==> src/frir_pkg.sv <==
`default_nettype none
// ----------------------------------------------------------------------------
// frir_pkg
// Shared types, codes and helpers for the framed image receiver.
// ----------------------------------------------------------------------------
package frir_pkg;

    localparam logic [31:0] CRC_POLY = 32'hEDB88320;
    localparam logic [31:0] ALL_ONES = 32'hFFFFFFFF;

    // Magic sequence, one character per matched position
    localparam logic [7:0] MAGIC_0 = 8'h4C;
    localparam logic [7:0] MAGIC_1 = 8'h4B;
    localparam logic [7:0] MAGIC_2 = 8'h42;
    localparam logic [7:0] MAGIC_3 = 8'h54;

    // Configuration register indexes
    localparam logic [1:0] CFG_MAX_SIZE   = 2'd0;
    localparam logic [1:0] CFG_PROMPT_PER = 2'd1;
    localparam logic [1:0] CFG_HDR_TMO    = 2'd2;
    localparam logic [1:0] CFG_PAY_TMO    = 2'd3;

    localparam logic [31:0] MAX_SIZE_RST   = 32'd33521664;
    localparam logic [31:0] PROMPT_PER_RST = 32'd54000000;
    localparam logic [31:0] HDR_TMO_RST    = 32'd54000000;
    localparam logic [31:0] PAY_TMO_RST    = 32'd108000000;

    // Phase codes
    localparam logic [1:0] PH_HUNT    = 2'd0;
    localparam logic [1:0] PH_HEADER  = 2'd1;
    localparam logic [1:0] PH_PAYLOAD = 2'd2;

    // Status codes
    localparam logic [2:0] ST_NONE        = 3'd0;
    localparam logic [2:0] ST_PROMPT      = 3'd1;
    localparam logic [2:0] ST_HEADER_OK   = 3'd2;
    localparam logic [2:0] ST_SIZE_ERR    = 3'd3;
    localparam logic [2:0] ST_HDR_TIMEOUT = 3'd4;
    localparam logic [2:0] ST_PAY_TIMEOUT = 3'd5;
    localparam logic [2:0] ST_CRC_BAD     = 3'd6;
    localparam logic [2:0] ST_CRC_OK      = 3'd7;

    localparam int QUEUE_DEPTH = 2;

    // Classified item as it travels from front to back
    typedef struct packed {
        logic       is_tick;
        logic [7:0] data;
        logic [3:0] magic_eq;   // data equals magic character i
    } item_t;

    typedef struct packed {
        logic [2:0]  status;
        logic        wr_valid;
        logic [31:0] wr_offset;
        logic [7:0]  wr_data;
        logic [31:0] crc_result;
        logic [31:0] bytes_received;
    } result_t;

    typedef struct packed {
        logic [31:0] max_size;
        logic [31:0] prompt_period;
        logic [31:0] hdr_timeout;
        logic [31:0] pay_timeout;
    } cfg_t;

    function automatic logic [31:0] crc_fold(input logic [31:0] c_in, input logic [7:0] b);
        logic [31:0] c;
        c = c_in ^ {24'd0, b};
        for (int k = 0; k < 8; k++) begin
            c = (c >> 1) ^ (CRC_POLY & {32{c[0]}});
        end
        return c;
    endfunction

    function automatic logic [31:0] sat_inc(input logic [31:0] v);
        return (v == ALL_ONES) ? v : v + 32'd1;
    endfunction

endpackage
`default_nettype wire

==> src/frir_front.sv <==
`default_nettype none
// ----------------------------------------------------------------------------
// frir_front
// Input side: takes items while the queue has room and classifies them.
// ----------------------------------------------------------------------------
module frir_front (
    input  wire logic          in_valid,
    input  wire logic          cmd,
    input  wire logic [7:0]    rx_byte,
    output logic               in_stall,
    input  wire logic          q_full,
    output logic               push,
    output frir_pkg::item_t    push_item
);
    import frir_pkg::*;

    assign in_stall = q_full;
    assign push     = in_valid && !q_full;

    // Precompute the magic compares so the back engine only selects
    always_comb
    begin
        push_item.is_tick     = cmd;
        push_item.data        = rx_byte;
        push_item.magic_eq[0] = (rx_byte == MAGIC_0);
        push_item.magic_eq[1] = (rx_byte == MAGIC_1);
        push_item.magic_eq[2] = (rx_byte == MAGIC_2);
        push_item.magic_eq[3] = (rx_byte == MAGIC_3);
    end

endmodule
`default_nettype wire

==> src/frir_queue.sv <==
`default_nettype none
// ----------------------------------------------------------------------------
// frir_queue
// Two-entry queue of classified items between front and back.
// ----------------------------------------------------------------------------
module frir_queue (
    input  wire logic          clk,
    input  wire logic          rst_n,
    input  wire logic          push,
    input  wire frir_pkg::item_t push_item,
    output logic               q_full,
    output logic               q_valid,
    input  wire logic          pop,
    output frir_pkg::item_t    pop_item
);
    import frir_pkg::*;

    item_t      mem_reg [QUEUE_DEPTH];
    logic       wr_ptr_reg;
    logic       wr_ptr_next;
    logic       rd_ptr_reg;
    logic       rd_ptr_next;
    logic [1:0] count_reg;
    logic [1:0] count_next;

    assign q_full   = (count_reg == 2'(QUEUE_DEPTH));
    assign q_valid  = (count_reg != 2'd0);
    assign pop_item = mem_reg[rd_ptr_reg];

    always_comb
    begin
        wr_ptr_next = push ? ~wr_ptr_reg : wr_ptr_reg;
        rd_ptr_next = pop ? ~rd_ptr_reg : rd_ptr_reg;
        count_next  = count_reg + {1'b0, push} - {1'b0, pop};
    end

    always_ff @(posedge clk)
    begin
        if (push)
        begin
            mem_reg[wr_ptr_reg] <= push_item;
        end
    end

    always_ff @(posedge clk or negedge rst_n)
    begin
        if (!rst_n)
        begin
            wr_ptr_reg <= 1'b0;
            rd_ptr_reg <= 1'b0;
            count_reg  <= 2'd0;
        end
        else
        begin
            wr_ptr_reg <= wr_ptr_next;
            rd_ptr_reg <= rd_ptr_next;
            count_reg  <= count_next;
        end
    end

endmodule
`default_nettype wire

==> src/frir_back.sv <==
`default_nettype none
// ----------------------------------------------------------------------------
// frir_back
// Protocol engine: hunt, header, payload with CRC, plus config registers
// and the output register.
// ----------------------------------------------------------------------------
module frir_back (
    input  wire logic            clk,
    input  wire logic            rst_n,
    input  wire logic            q_valid,
    input  wire frir_pkg::item_t pop_item,
    output logic                 pop,
    input  wire logic            cfg_valid,
    input  wire logic [1:0]      cfg_index,
    input  wire logic [31:0]     cfg_data,
    output logic                 out_valid,
    input  wire logic            out_stall,
    output frir_pkg::result_t    out_result
);
    import frir_pkg::*;

    cfg_t        cfg_reg;
    logic [1:0]  phase_reg,    phase_next;
    logic [1:0]  matched_reg,  matched_next;
    logic [2:0]  hdr_idx_reg,  hdr_idx_next;
    logic [31:0] size_reg,     size_next;
    logic [31:0] exp_crc_reg,  exp_crc_next;
    logic [31:0] crc_reg,      crc_next;
    logic [31:0] count_reg,    count_next;
    logic [31:0] idle_reg,     idle_next;
    logic [31:0] prompt_reg,   prompt_next;
    logic        out_valid_reg, out_valid_next;
    result_t     out_reg;
    result_t     res;

    logic [31:0] idle_inc;
    logic [31:0] prompt_inc;
    logic [31:0] crc_fold_val;
    logic [31:0] count_inc;
    logic [31:0] crc_final;
    logic        magic_hit;

    assign pop        = q_valid && (!out_valid_reg || !out_stall);
    assign out_valid  = out_valid_reg;
    assign out_result = out_reg;

    assign idle_inc     = sat_inc(idle_reg);
    assign prompt_inc   = sat_inc(prompt_reg);
    assign crc_fold_val = crc_fold(crc_reg, pop_item.data);
    assign count_inc    = count_reg + 32'd1;
    assign crc_final    = ~crc_fold_val;
    assign magic_hit    = pop_item.magic_eq[matched_reg];

    always_comb
    begin
        phase_next   = phase_reg;
        matched_next = matched_reg;
        hdr_idx_next = hdr_idx_reg;
        size_next    = size_reg;
        exp_crc_next = exp_crc_reg;
        crc_next     = crc_reg;
        count_next   = count_reg;
        idle_next    = idle_reg;
        prompt_next  = prompt_reg;
        res          = '0;

        case (phase_reg)
            PH_HEADER:
            begin
                if (pop_item.is_tick)
                begin
                    idle_next = idle_inc;
                    if (idle_inc > cfg_reg.hdr_timeout)
                    begin
                        res.status   = ST_HDR_TIMEOUT;
                        phase_next   = PH_HUNT;
                        matched_next = 2'd0;
                        prompt_next  = ALL_ONES;
                    end
                end
                else
                begin
                    if (!hdr_idx_reg[2])
                    begin
                        size_next[8*hdr_idx_reg[1:0] +: 8] = pop_item.data;
                    end
                    else
                    begin
                        exp_crc_next[8*hdr_idx_reg[1:0] +: 8] = pop_item.data;
                    end
                    idle_next    = 32'd0;
                    hdr_idx_next = hdr_idx_reg + 3'd1;
                    if (hdr_idx_reg == 3'd7)
                    begin
                        // size bytes are all in; the last byte went to the CRC
                        if (size_reg == 32'd0 || size_reg > cfg_reg.max_size)
                        begin
                            res.status   = ST_SIZE_ERR;
                            phase_next   = PH_HUNT;
                            matched_next = 2'd0;
                            prompt_next  = ALL_ONES;
                        end
                        else
                        begin
                            res.status = ST_HEADER_OK;
                            phase_next = PH_PAYLOAD;
                            crc_next   = ALL_ONES;
                            count_next = 32'd0;
                        end
                    end
                end
            end

            PH_PAYLOAD:
            begin
                if (pop_item.is_tick)
                begin
                    idle_next = idle_inc;
                    if (idle_inc > cfg_reg.pay_timeout)
                    begin
                        res.status         = ST_PAY_TIMEOUT;
                        res.bytes_received = count_reg;
                        phase_next         = PH_HUNT;
                        matched_next       = 2'd0;
                        prompt_next        = ALL_ONES;
                    end
                end
                else
                begin
                    res.wr_valid       = 1'b1;
                    res.wr_offset      = count_reg;
                    res.wr_data        = pop_item.data;
                    res.bytes_received = count_inc;
                    crc_next           = crc_fold_val;
                    count_next         = count_inc;
                    idle_next          = 32'd0;
                    if (count_inc >= size_reg)
                    begin
                        res.crc_result = crc_final;
                        res.status     = (crc_final == exp_crc_reg) ? ST_CRC_OK : ST_CRC_BAD;
                        phase_next     = PH_HUNT;
                        matched_next   = 2'd0;
                        prompt_next    = ALL_ONES;
                    end
                end
            end

            default:
            begin
                // hunting; the unused phase code behaves the same
                if (pop_item.is_tick)
                begin
                    prompt_next = prompt_inc;
                    if (matched_reg == 2'd0 && prompt_inc >= cfg_reg.prompt_period)
                    begin
                        res.status  = ST_PROMPT;
                        prompt_next = 32'd0;
                    end
                end
                else if (magic_hit)
                begin
                    if (matched_reg == 2'd3)
                    begin
                        matched_next = 2'd0;
                        phase_next   = PH_HEADER;
                        hdr_idx_next = 3'd0;
                        size_next    = 32'd0;
                        exp_crc_next = 32'd0;
                        idle_next    = 32'd0;
                    end
                    else
                    begin
                        matched_next = matched_reg + 2'd1;
                    end
                end
                else
                begin
                    // restart, keeping the byte if it opens the sequence
                    matched_next = {1'b0, pop_item.magic_eq[0]};
                end
            end
        endcase
    end

    always_comb
    begin
        if (pop)
        begin
            out_valid_next = 1'b1;
        end
        else if (!out_stall)
        begin
            out_valid_next = 1'b0;
        end
        else
        begin
            out_valid_next = out_valid_reg;
        end
    end

    always_ff @(posedge clk)
    begin
        if (pop)
        begin
            out_reg <= res;
        end
    end

    always_ff @(posedge clk or negedge rst_n)
    begin
        if (!rst_n)
        begin
            cfg_reg.max_size      <= MAX_SIZE_RST;
            cfg_reg.prompt_period <= PROMPT_PER_RST;
            cfg_reg.hdr_timeout   <= HDR_TMO_RST;
            cfg_reg.pay_timeout   <= PAY_TMO_RST;
            phase_reg     <= PH_HUNT;
            matched_reg   <= 2'd0;
            hdr_idx_reg   <= 3'd0;
            size_reg      <= 32'd0;
            exp_crc_reg   <= 32'd0;
            crc_reg       <= ALL_ONES;
            count_reg     <= 32'd0;
            idle_reg      <= 32'd0;
            prompt_reg    <= ALL_ONES;
            out_valid_reg <= 1'b0;
        end
        else
        begin
            if (cfg_valid)
            begin
                case (cfg_index)
                    CFG_MAX_SIZE:   cfg_reg.max_size      <= cfg_data;
                    CFG_PROMPT_PER: cfg_reg.prompt_period <= cfg_data;
                    CFG_HDR_TMO:    cfg_reg.hdr_timeout   <= cfg_data;
                    CFG_PAY_TMO:    cfg_reg.pay_timeout   <= cfg_data;
                    default:        cfg_reg.max_size      <= cfg_reg.max_size;
                endcase
            end
            if (pop)
            begin
                phase_reg   <= phase_next;
                matched_reg <= matched_next;
                hdr_idx_reg <= hdr_idx_next;
                size_reg    <= size_next;
                exp_crc_reg <= exp_crc_next;
                crc_reg     <= crc_next;
                count_reg   <= count_next;
                idle_reg    <= idle_next;
                prompt_reg  <= prompt_next;
            end
            out_valid_reg <= out_valid_next;
        end
    end

`ifndef SYNTH
    a_match_only_hunting: assert property (@(posedge clk) disable iff (!rst_n)
        matched_reg != 2'd0 |-> (phase_reg != PH_HEADER && phase_reg != PH_PAYLOAD))
        else $error("magic match count held outside hunt phase");

    a_count_below_size: assert property (@(posedge clk) disable iff (!rst_n)
        phase_reg == PH_PAYLOAD |-> count_reg < size_reg)
        else $error("payload count reached declared size without leaving payload");

    a_write_status: assert property (@(posedge clk) disable iff (!rst_n)
        out_valid_reg && out_reg.wr_valid |->
            (out_reg.status == ST_NONE || out_reg.status == ST_CRC_OK
             || out_reg.status == ST_CRC_BAD))
        else $error("payload write carries a non-payload status");

    a_crc_status_has_write: assert property (@(posedge clk) disable iff (!rst_n)
        out_valid_reg && (out_reg.status == ST_CRC_OK || out_reg.status == ST_CRC_BAD)
            |-> out_reg.wr_valid)
        else $error("CRC verdict without the final payload write");
`endif

endmodule
`default_nettype wire

==> src/framed_image_receiver_crc32.sv <==
`default_nettype none
// ----------------------------------------------------------------------------
// framed_image_receiver_crc32
// Framed image receiver: magic hunt, header, payload writes and CRC-32 check.
// ----------------------------------------------------------------------------
// The block takes one item per clock unless in_stall is high, a received
// byte or a timer tick, and gives exactly one result for each. Sustained
// rate is one item per cycle while the output is not stalled; an item
// passes through the item queue, then the output register. The back
// engine folds one byte into the reflected CRC-32 and updates its
// counters for each item it pops. Configuration writes are always accepted
// (cfg_ready is tied high) and must only be made while the block is idle.
// No clearing pass follows reset.
// ----------------------------------------------------------------------------
module framed_image_receiver_crc32 (
    input  wire logic        clk,
    input  wire logic        rst_n,
    // item channel
    input  wire logic        in_valid,
    output logic             in_stall,
    input  wire logic        cmd,
    input  wire logic [7:0]  rx_byte,
    // result channel
    output logic             out_valid,
    input  wire logic        out_stall,
    output logic [2:0]       status,
    output logic             wr_valid,
    output logic [31:0]      wr_offset,
    output logic [7:0]       wr_data,
    output logic [31:0]      crc_result,
    output logic [31:0]      bytes_received,
    // configuration write channel
    input  wire logic        cfg_valid,
    output logic             cfg_ready,
    input  wire logic [1:0]  cfg_index,
    input  wire logic [31:0] cfg_data
);
    import frir_pkg::*;

    logic    q_full;
    logic    q_valid;
    logic    push;
    logic    pop;
    item_t   push_item;
    item_t   pop_item;
    result_t result;

    // Config registers take a transfer in any cycle
    assign cfg_ready = 1'b1;

    // Front: hold off the source only when the queue is full
    frir_front u_front (
        .in_valid  (in_valid),
        .cmd       (cmd),
        .rx_byte   (rx_byte),
        .in_stall  (in_stall),
        .q_full    (q_full),
        .push      (push),
        .push_item (push_item)
    );

    // Queue: decouple input acceptance from output backpressure
    frir_queue u_queue (
        .clk       (clk),
        .rst_n     (rst_n),
        .push      (push),
        .push_item (push_item),
        .q_full    (q_full),
        .q_valid   (q_valid),
        .pop       (pop),
        .pop_item  (pop_item)
    );

    // Back: advance the protocol state and load the output register
    frir_back u_back (
        .clk        (clk),
        .rst_n      (rst_n),
        .q_valid    (q_valid),
        .pop_item   (pop_item),
        .pop        (pop),
        .cfg_valid  (cfg_valid && cfg_ready),
        .cfg_index  (cfg_index),
        .cfg_data   (cfg_data),
        .out_valid  (out_valid),
        .out_stall  (out_stall),
        .out_result (result)
    );

    // Split the result register onto its field ports
    assign status         = result.status;
    assign wr_valid       = result.wr_valid;
    assign wr_offset      = result.wr_offset;
    assign wr_data        = result.wr_data;
    assign crc_result     = result.crc_result;
    assign bytes_received = result.bytes_received;

endmodule
`default_nettype wire

==> config.mk <==
export PLATFORM = sky130hd
export DESIGN_NAME = framed_image_receiver_crc32
export DESIGN_NICKNAME = d
export VERILOG_FILES = /design/src/frir_pkg.sv /design/src/frir_front.sv /design/src/frir_queue.sv /design/src/frir_back.sv /design/src/framed_image_receiver_crc32.sv
export SDC_FILE = /design/constraint.sdc
export NUM_CORES = 1
export LEC_CHECK = 0
export BUFFER_PORTS_ARGS = -buffer_cell sky130_fd_sc_hd__buf_2
export CAP_MARGIN = 20
export CORE_MARGIN = 2
export CORE_UTILIZATION = 35
export DETAILED_ROUTE_END_ITERATION = 12
export PLACE_DENSITY = 0.49
export SYNTH_ARGS = -nofsm -noshare
export SYNTH_HDL_FRONTEND = slang
export SYNTH_SLANG_ARGS = --single-unit
==> constraint.sdc <==
create_clock -name clk -period 11.68 [get_ports clk]
set_input_delay 1.168 -clock clk [delete_from_list [all_inputs] [get_ports clk]]
set_output_delay 1.168 -clock clk [all_outputs]
set_load 0.02 [all_outputs]
* Word-level counts from Yosys, hierarchy flattened
Memory sizes are Yosys's and may differ from the RTL's.
Index checks and enable logic that the tools add are counted.
** Word-level totals
- Memories kept :: 1
- Logic and storage cells :: 198
- Output and inout bits :: 111
- RAM bits :: 26
- Input bits :: 48
- Register bits after elaboration :: 440
** Memories
- u_queue.mem_reg :: depth 2, width 13, read ports 1, clocked after Yosys merged registers in 0, write ports 1, line frir_queue.sv:18 : item_t mem_reg [QUEUE_DEPTH];
** Operators by class
- Reduce and logical (&&, ||, !) cells :: 35
- Add/subtract/negate cells :: 8
- Mux-type cells :: 79
- Order comparisons :: 6
- Eq/ne operators :: 29
- Shift-type cells :: 2
- Bitwise logic cells :: 15
** Operator list (count)
- $mux W32 :: 31
- $pmux W32 S2 :: 5
- $xor A31 B32 Y32 :: 8
- $add A32 B1 Y32 const B :: 3
- $gt A32 B32 Y1 :: 3
- $mux W73 :: 1
- $bwmux W32 :: 2
- $eq A32 B32 Y1 const B :: 2
- $ge A32 B32 Y1 :: 2
- $neg A5 Y34 :: 1
- $shift A8 B34 Y32 const A :: 1
- $shiftx A8 B34 Y32 :: 1
- $mux W3 :: 11
- $eq A32 B32 Y1 :: 1
- $eq A8 B7 Y1 const B :: 4
- $logic_not A32 Y1 :: 1
- $mux W2 :: 16
- $not A32 Y32 :: 1
- $xor A32 B8 Y32 :: 1
- $reduce_and A6 Y1 :: 3
- $ne A3 B2 Y1 const B :: 5
- $reduce_and A7 Y1 :: 2
- $pmux W3 S2 :: 2
- $reduce_bool A2 Y1 :: 6
- 26 further kinds :: 61

* Longest topological paths before layout
Gate-level depths: netlist of the first run.
An unclocked memory read counts as a cell.
- Depth after elaboration :: 16
- Gate-level depth with buffers :: 22
- Mapped depth without buffers :: 19

* Modules after synthesis
Synthesis of the first run repeated with hierarchy kept, for this count alone.
** Unflattened totals
- Cells, all modules :: 2569
- Area total of the unflattened synthesis :: 26121.3 sq um
** By module, submodules not included
- frir_back :: cells each 2492, area an instance 24816.3 sq um, instances 1, seq. area each 11596.1 sq um
- frir_queue :: cells each 55, area an instance 1137.3 sq um, instances 1, seq. area each 880.8 sq um
- frir_front :: cells each 20, area an instance 156.4 sq um, instances 1, seq. area each 0.0 sq um
- framed_image_receiver_crc32 :: cells each 2, area an instance 11.3 sq um, instances 1, seq. area each 0.0 sq um

* Worst setup path after synthesis of the first run
Ideal clock, no wire load.
- Path kind :: input to register
- From :: input port out_stall
- To :: register u_back.exp_crc_reg[0]
- Stages :: 7
- Data arrival time :: 5031 ps
- Path slack :: 6525 ps
- Setup time :: 125 ps
- Path buffers :: 1
- Required time :: 11555 ps
- Cells stage by stage :: nand2_1 o21ai_1 inv_1 o2111ai_1 clkbuf_1 a21oi_1 mux2_2
** On the way
- Longest elaborated chain between the ends :: 4
** RTL lines
- start: declaration :: line framed_image_receiver_crc32.sv:25 : input wire logic out_stall,
- $logic_not A1 Y1 :: line frir_back.sv:43 : assign pop = q_valid && (!out_valid_reg || !out_stall);
- $logic_or A1 B1 Y1 :: line frir_back.sv:43
- $logic_and A1 B1 Y1 :: line frir_back.sv:43
- net pop :: line framed_image_receiver_crc32.sv:43 : logic pop;
- $reduce_and A6 Y1 (no line)
- end signal: assignment :: line frir_back.sv:246 : exp_crc_reg <= exp_crc_next;
- end: declaration :: line frir_back.sv:27 : logic [31:0] exp_crc_reg, exp_crc_next;
The timed path passes the listed nets, and every way through them passes these cells.
A chain may end at the register's enable or synchronous reset.

* Final worst setup path of the first run
- From :: register u_back.prompt_reg[22]
- To :: register u_back.prompt_reg[31]
** On the way
- Longest elaborated chain between the ends :: 7
- Elaborated cells on any way between the ends :: 8
- Those cells by class :: add/sub (1); order compare (1); eq/ne (1); mux (4); reduce/logical (1)
** RTL lines
- start: declaration :: line frir_back.sv:31 : logic [31:0] prompt_reg, prompt_next;
- start signal: assignment :: line frir_back.sv:250 : prompt_reg <= prompt_next;
- $add A32 B1 Y32 / $eq A32 B32 Y1 (equally long branches) :: line frir_pkg.sv:78 : return (v == ALL_ONES) ? v : v + 32'd1;
- $mux W32 (*) :: line frir_pkg.sv:78
- $ge A32 B32 Y1 :: line frir_back.sv:154 : if (matched_reg == 2'd0 && prompt_inc >= cfg_reg.prompt_period)
- $logic_and A1 B1 Y1 :: line frir_back.sv:154
- $mux W32 (*) :: line frir_back.sv:154
- $mux W32 (*) :: line frir_back.sv:151 : if (pop_item.is_tick)
- $pmux W32 S2 (*) :: line frir_back.sv:67 : case (phase_reg)
Mark *: on every way between the ends. The rest lies on a longest branch, timed or not. The select of a mux whose other input is x is not followed.

==> results of run 1 <==
metal layers:
| layer | vias up | global-route usage [%] | routed length, um |
|---|---|---|---|
| met2 | 433 | 31.9 | 35500 |
| met5 | - | 0 | 0 |
| met1 | 9521 | 26.0 | 34100 |
| met4 | 0 | 5.20 | 1850 |
| li1 | 9167 | - | - |
| met3 | 94 | 2.94 | 3450 |
cell type report:
class	count	area [um^2]	share of cell area, %
tap	969	1210	4.04
timing repair buffer	180	1020	3.40
clock inverter	38	444	1.48
inverter	214	806	2.68
clock buffer	65	1470	4.88
sequential	466	12500	41.6
multi-input combinational	1727	12600	42.0
per-stage QoR:
stage	cells	power [mW]	hold slack (ns)	util, %
floorplan	2521	5.06	0.441	-
global placement	3553	6.11	0.450	37.7
detailed placement	3553	6.17	0.454	37.7
CTS	3656	8.03	0.462	40.2
global route	3659	8.46	0.482	40.3
finish	3659	7.98	0.461	40.3
cells by family (layout without fill, tap and decap cells):
logic type      count (synthesis)  count (layout)
simple gates                  732             732
flops                         466             466
compound gates                445             445
buf+inv                       328             497
xor+xnor                      195             195
mux                           180             180
fa+ha+maj                     174             174
other cells                     1               1
worst max path at each step:
stage	slack, ns	depth (start not counted)	to
final	5.42	19	u_back.prompt_reg[31]
after global routing	4.92	19	u_back.prompt_reg[31]
after CTS	5.39	19	u_back.prompt_reg[31]
after detailed placement	5.40	19	u_back.prompt_reg[31]
after global placement	5.71	19	u_back.prompt_reg[12]
after floorplan	6.52	7	u_back.exp_crc_reg[0]
power groups by stage:
stage / logic, mW / registers [mW] / clock network [mW]
4_1_cts: 3.68 / 2.48 / 1.86
3_5_place_dp: 3.66 / 2.51 / 0
2_1_floorplan: 2.50 / 2.56 / 0
6_report: 3.68 / 2.48 / 1.82
3_3_place_gp: 3.61 / 2.50 / 0
5_1_grt: 3.99 / 2.53 / 1.93
critical path, delay by kind of cell (launching register included):
kind	cells	cell delay (ns)
AND/OR/NAND/NOR	8	2.51
AO/OA/AOI/OAI	8	2.10
flip-flops	1	0.56
buffers and inverters	1	0.40
adder cells (fa/ha/maj)	1	0.31
XOR/XNOR	1	0.26
cells in the final DEF (no fill, tap or decap), types with 8 or more instances in the layout:
cell type  count
a211oi_1      19
a21o_1        34
a21oi_1      103
a22o_1        28
a22oi_1       12
a31oi_1       25
and3_1        65
and4_1        15
buf_2        156
buf_4         20
bufinv_16      8
clkbuf_16     56
clkinv_2      12
dfrtp_1      216
dfstp_2      116
edfxtp_1     134
ha_1         173
inv_1        212
mux2_2       167
nand2_1      210
nand2b_1      13
nand3_1       93
nand4_1       45
nor2_1       178
nor2b_1        9
nor3_1        28
nor4_1        23
o21a_1         9
o21ai_0      134
o22ai_1       12
o31ai_1       10
or3_1         13
xnor2_1      119
xnor2_4        8
xor2_1        59
==> results.sh, run 1 <==
export IMPL_routed_wl_um=74800
export IMPL_grt_use_total_pct=19.2
export IMPL_syn_cell_area_um2=26300
export IMPL_fin_crit_sh_pct=53.6
export IMPL_cts_tree="done"
export IMPL_rsz0062_at_grt="false"
export IMPL_status="completed"
export IMPL_path_clk_slew_ns=0.06
export IMPL_n_fill_cell=7249
export IMPL_htree_levels=2
export IMPL_dp_hpwl_um=53400
export IMPL_power_frac_clock_pct=22.8
export IMPL_largest_reg_flops=128
export IMPL_crit_slowest_cell="nor4_2"
export IMPL_vias=19200
export IMPL_yosys_top_cells_count="216 x dfrtp_1, 214 x inv_1, 210 x nand2_1, 179 x nor2_1, 174 x ha_1"
export IMPL_ctsHoldBuffers=0
export IMPL_postSynthCellCount=2521
export IMPL_reg2reg_from="u_back.prompt_reg[22]"
export IMPL_synth_area_top_cells="dfrtp_1 21%, edfxtp_1 15%, dfstp_2 12%, ha_1 8.3%, mux2_2 7.2%"
export IMPL_yosys_area_top_type="dfrtp_1"
export IMPL_grt_pass1_wl_um=115000
export IMPL_cts_made_buffers=55
export IMPL_start_util_pct=35.3
export IMPL_synthAdderAreaFrac_pct=8.28
export IMPL_cts_resized=0
export IMPL_skew_ns=0.0447
export IMPL_gp_congestion=0.874
export IMPL_yosysTopAreaCellShare_pct=20.6
export IMPL_synth_compound_area_share_pct=10.6
export IMPL_leakagePower_nw=13.5
export IMPL_ir_drop_v=0.000217
export IMPL_worst_endpoint_required_ns=12.19
export IMPL_die_area_um2=77300
export IMPL_synth_nets=2743
export IMPL_ys_seq_area_share_pct=47.5
export IMPL_drive_gt1_share_pct=22.3
export IMPL_die_h_um=278
export IMPL_syn_avg_cell_area_um2=10.4
export IMPL_port_buffers=157
export IMPL_ys_types=71
export IMPL_post_drt_wl_per_cell_um=20.5
export IMPL_synth_edff_count=134
export IMPL_grt_pass1_vias=19100
export IMPL_grt_start_max_net_pins=159
export IMPL_ff2ff_path_depth=19
export IMPL_yosysWarnings=0
export IMPL_power_share_switching_pct=42.3
export IMPL_drtAntennaViolNets=0
export IMPL_synth_top_family_by_area="simple AND/OR/NAND/NOR gates"
export IMPL_setup_viol=0
export IMPL_synth_mux_area_share_pct=8.03
export IMPL_path_common_cell="nand2_1"
export IMPL_clock_fmax_mhz=160
export IMPL_r2r_slack_ns=5.42
export IMPL_diodes=0
export IMPL_endpoint_kind="register"
export IMPL_internal_power_mw=4.61
export IMPL_antenna_found_initial=1
export IMPL_fp_dieW_um=278
export IMPL_drt_first_pass_iters=6
export IMPL_ys_ff_latch=466
export IMPL_min_from="u_back.crc_reg[9]"
export IMPL_vias_per_cell=5.25
export IMPL_period_minus_slack_ns=6.26
export IMPL_hold_depth=2
export IMPL_slowest_delay_ns=0.71
export IMPL_synthSimpleGateAreaFrac_pct=13.5
export IMPL_drv_slew=0
export IMPL_synth_most_common_cell="dfrtp_1"
export IMPL_fin_tns_setup_ns=0
export IMPL_path_max_fanout=26
export IMPL_setup_ws_ns=5.42
export IMPL_crit_chain="and4_1 > nand2_1 > or3_1 > nor4_2 > nor2_1 > nand2_1 > nor3_1 > xnor2_1 > ha_1 > a21o_1 > a2111oi_0 > o31a_1 > o311ai_0 > a221oi_1 > a21oi_1 > nor2_2 > buf_4 > a31oi_1 > o21ai_0"
export IMPL_hold_violations=0
export IMPL_worst_pin_slew_ns=1.04
export IMPL_remaining_drc_errors=0
export IMPL_switchingPower_mw=3.37
export IMPL_cts_root_buf="clkbuf_16"
export IMPL_place_area_um2=28100
export IMPL_rows=100
export IMPL_overflow=0
export IMPL_power_density_nw_per_um2=266
export IMPL_critPathKind="register to register"
export IMPL_relSlewSlack_pct=30.2
export IMPL_worst_skew_pair_late_latency_ns=0.63
export IMPL_dp_slack_ns=5.40
export IMPL_crit_start="u_back.prompt_reg[22]"
export IMPL_layout_nets=2866
export IMPL_cp_arrival_ns=6.77
export IMPL_postSynth_asyncResetShare_pct=71.2
export IMPL_core_area_um2=74400
export IMPL_drt_iter0_drc=1339
export IMPL_power_frac_comb_pct=46.1
export IMPL_cts_sinks=466
export IMPL_finalInstanceArea_um2=30000
export IMPL_post_cts_buffers=0
export IMPL_yosys_area_share_xor_xnor_pct=7.33
export IMPL_hold_path_end="u_back.crc_reg[9]"
export IMPL_synthToLayoutAreaGrowth_pct=14.3
export IMPL_start_kind="register"
export IMPL_min_path_type="register to register"
export IMPL_boundaryPins=159
export IMPL_drv_cap=0
export IMPL_timing_rr_end="u_back.prompt_reg[31]"
export IMPL_cts_max_path_buffers=3
export IMPL_p_seq_share_pct=31.1
export IMPL_synth_main_ff_cell="dfrtp_1"
Power figures use the tool's default switching activity.
==> run 2: changes to the inputs <==
Settings changed: PLACE_DENSITY 0.49 to 0.51.
Clock period 11.68 ns to 5.5 ns, I/O delays scaled along.
==> results.sh, run 2 (synthesis gave the netlist of run 1 again) <==
export IMPL_hold_violations=5
export IMPL_reg2reg_from="u_back.prompt_reg[20]"
export IMPL_min_path_type="primary input to asynchronous set/reset pin"
export IMPL_drtAntennaViolNets=0
export IMPL_status="complete, but fails checks"
export IMPL_routed_wl_um=75400
export IMPL_fin_crit_sh_pct=94.1
export IMPL_crit_start="u_back.prompt_reg[20]"
export IMPL_synthToLayoutAreaGrowth_pct=15.3
export IMPL_dp_hpwl_um=54200
export IMPL_drt_first_pass_iters=5
export IMPL_whs_ns=-0.0145
export IMPL_start_kind="register"
export IMPL_post_drt_wl_per_cell_um=20.4
export IMPL_gp_congestion=0.883
export IMPL_largest_reg_flops=128
export IMPL_rsz0062_at_grt="false"
export IMPL_ctsHoldBuffers=0
export IMPL_clock_fmax_mhz=193
export IMPL_endpoint_kind="register"
export IMPL_vias=19300
export IMPL_skew_ns=0.0281
export IMPL_path_clk_slew_ns=0.06
export IMPL_remaining_drc_errors=0
export IMPL_die_h_um=278
export IMPL_diodes=0
export IMPL_r2r_slack_ns=0.33
export IMPL_timing_rr_end="u_back.prompt_reg[20]"
export IMPL_cts_tree="done"
export IMPL_wl_met1_um=33400
export IMPL_ff2ff_path_depth=18
export IMPL_overflow=0
export IMPL_relSlewSlack_pct=34.0
export IMPL_period_minus_slack_ns=5.17
export IMPL_vias_per_cell=5.24
export IMPL_layout_nets=2892
export IMPL_drive_gt1_share_pct=23.2
export IMPL_grt_use_total_pct=19.4
export IMPL_worst_endpoint_required_ns=6.02
export IMPL_critPathKind="register to register"
export IMPL_core_area_um2=74400
export IMPL_met3_wirelength_um=3590
export IMPL_start_util_pct=35.3
export IMPL_layout_commonest_cell="dfrtp_1"
export IMPL_setup_viol=0
export IMPL_ir_drop_v=0.000381
export IMPL_leakagePower_nw=13.7
export IMPL_antenna_found_initial=0
export IMPL_rows=100
export IMPL_fin_util_pct=40.7
export IMPL_post_cts_buffers=0
export IMPL_grt_pass1_wl_um=117000
export IMPL_drv_cap=0
export IMPL_top_layer="met4"
export IMPL_endpoint="u_back.prompt_reg[20]"
export IMPL_fin_tns_setup_ns=0
export IMPL_die_area_um2=77300
export IMPL_cts_max_path_buffers=3
export IMPL_power_density_nw_per_um2=564
export IMPL_boundaryPins=159
export IMPL_cts_sinks=466
export IMPL_grt_pass1_vias=19400
export IMPL_wl_met2_um=36400
export IMPL_worst_skew_pair_late_latency_ns=0.62
export IMPL_worst_pin_slew_ns=0.989
export IMPL_most_common_layout_cells="216 x dfrtp_1, 213 x inv_1, 210 x nand2_1"
export IMPL_drt_iter0_drc=1224
export IMPL_fp_dieW_um=278
export IMPL_cts_root_buf="clkbuf_16"
export IMPL_drv_slew=0
export IMPL_port_buffers=157
export IMPL_path_max_fanout=9
export IMPL_fin_total_pwr_mw=17.1
export IMPL_grt_start_max_net_pins=124
export IMPL_violations="hold timing"
export IMPL_cp_arrival_ns=5.69
export IMPL_htree_levels=2
export IMPL_cts_made_buffers=55
==> run 2: cell count changes in the layout (fill, tap and decap cells not counted), moves of 3 or more <==
| cell | previous run | this run |
|---|---|---|
| clkbuf_8 | 3 | 6 |
| buf_4 | 20 | 42 |
| clkinvlp_4 | 7 | 3 |
| buf_12 | 1 | 6 |
| clkbuf_1 | 6 | 9 |
==> run 2: area by class of cell <==
| type | instances | area, um^2 |
|---|---|---|
| timing repair buffer | 206 | 1240 |
| tap | 969 | 1210 |
| clock inverter | 33 | 418 |
| multi-input combinational | 1727 | 12600 |
| clock buffer | 70 | 1490 |
| fill | 7190 | 44200 |
| sequential | 466 | 12500 |
| inverter | 214 | 806 |
==> run 2: worst min path at each step <==
stage                         end  slack (ns)
6_report       u_back.cfg_reg[37]       -0.01
5_1_grt        u_back.cfg_reg[37]        0.06
4_1_cts        u_back.cfg_reg[37]        0.04
3_5_place_dp   u_back.crc_reg[25]        0.45
3_3_place_gp   u_back.crc_reg[25]        0.45
2_1_floorplan   u_back.cfg_reg[0]        0.25
==> run 2: where the power goes <==
group	leakage, nW	switching, mW	internal, mW	total [mW]
registers	5.41	0.618	4.67	5.29
logic	7.34	5.01	2.92	7.94
clock network	0.936	1.53	2.34	3.87
total	13.7	7.16	9.93	17.1
==> run 2: per-stage QoR <==
stage               cells  instance area [um^2]  setup WS, ns  hold slack [ns]
floorplan            2521                 26300         0.708            0.254
finish               3685                 30300         0.325          -0.0145
global placement     3580                 28300         0.131            0.448
detailed placement   3580                 28300        0.0377            0.453
global route         3685                 30300       0.00749           0.0601
CTS                  3683                 30200         0.181           0.0377
==> run 2: repair_timing <==
action	in CTS	in global routing
pin swaps	0	0
gates resized for setup	1	8
setup endpoints to repair	3	50
hold endpoints to repair	0	0
cloned	0	0
==> run 2: critical path, stage by stage, from the launching register on <==
cell       delay (ns)
dfstp_2          0.57
and4_1           0.25
nand2_1          0.10
or3_1            0.42
nor4_2           0.31
nor2_1           0.18
nand2_1          0.14
nor3_1           0.07
xnor2_1          0.23
ha_1             0.30
a21o_1           0.18
a2111oi_0        0.41
o31a_1           0.22
o311ai_0         0.21
a221oi_1         0.45
a21oi_2          0.19
or2_2            0.43
o31a_1           0.28
o22ai_1          0.17
==> run 2: routing by layer <==
metal  vias to the layer above  track usage [%]
met5                         -                0
met4                         0             5.61
met3                       117             2.90
met2                       420             32.8
met1                      9556             25.8
li1                       9210                -
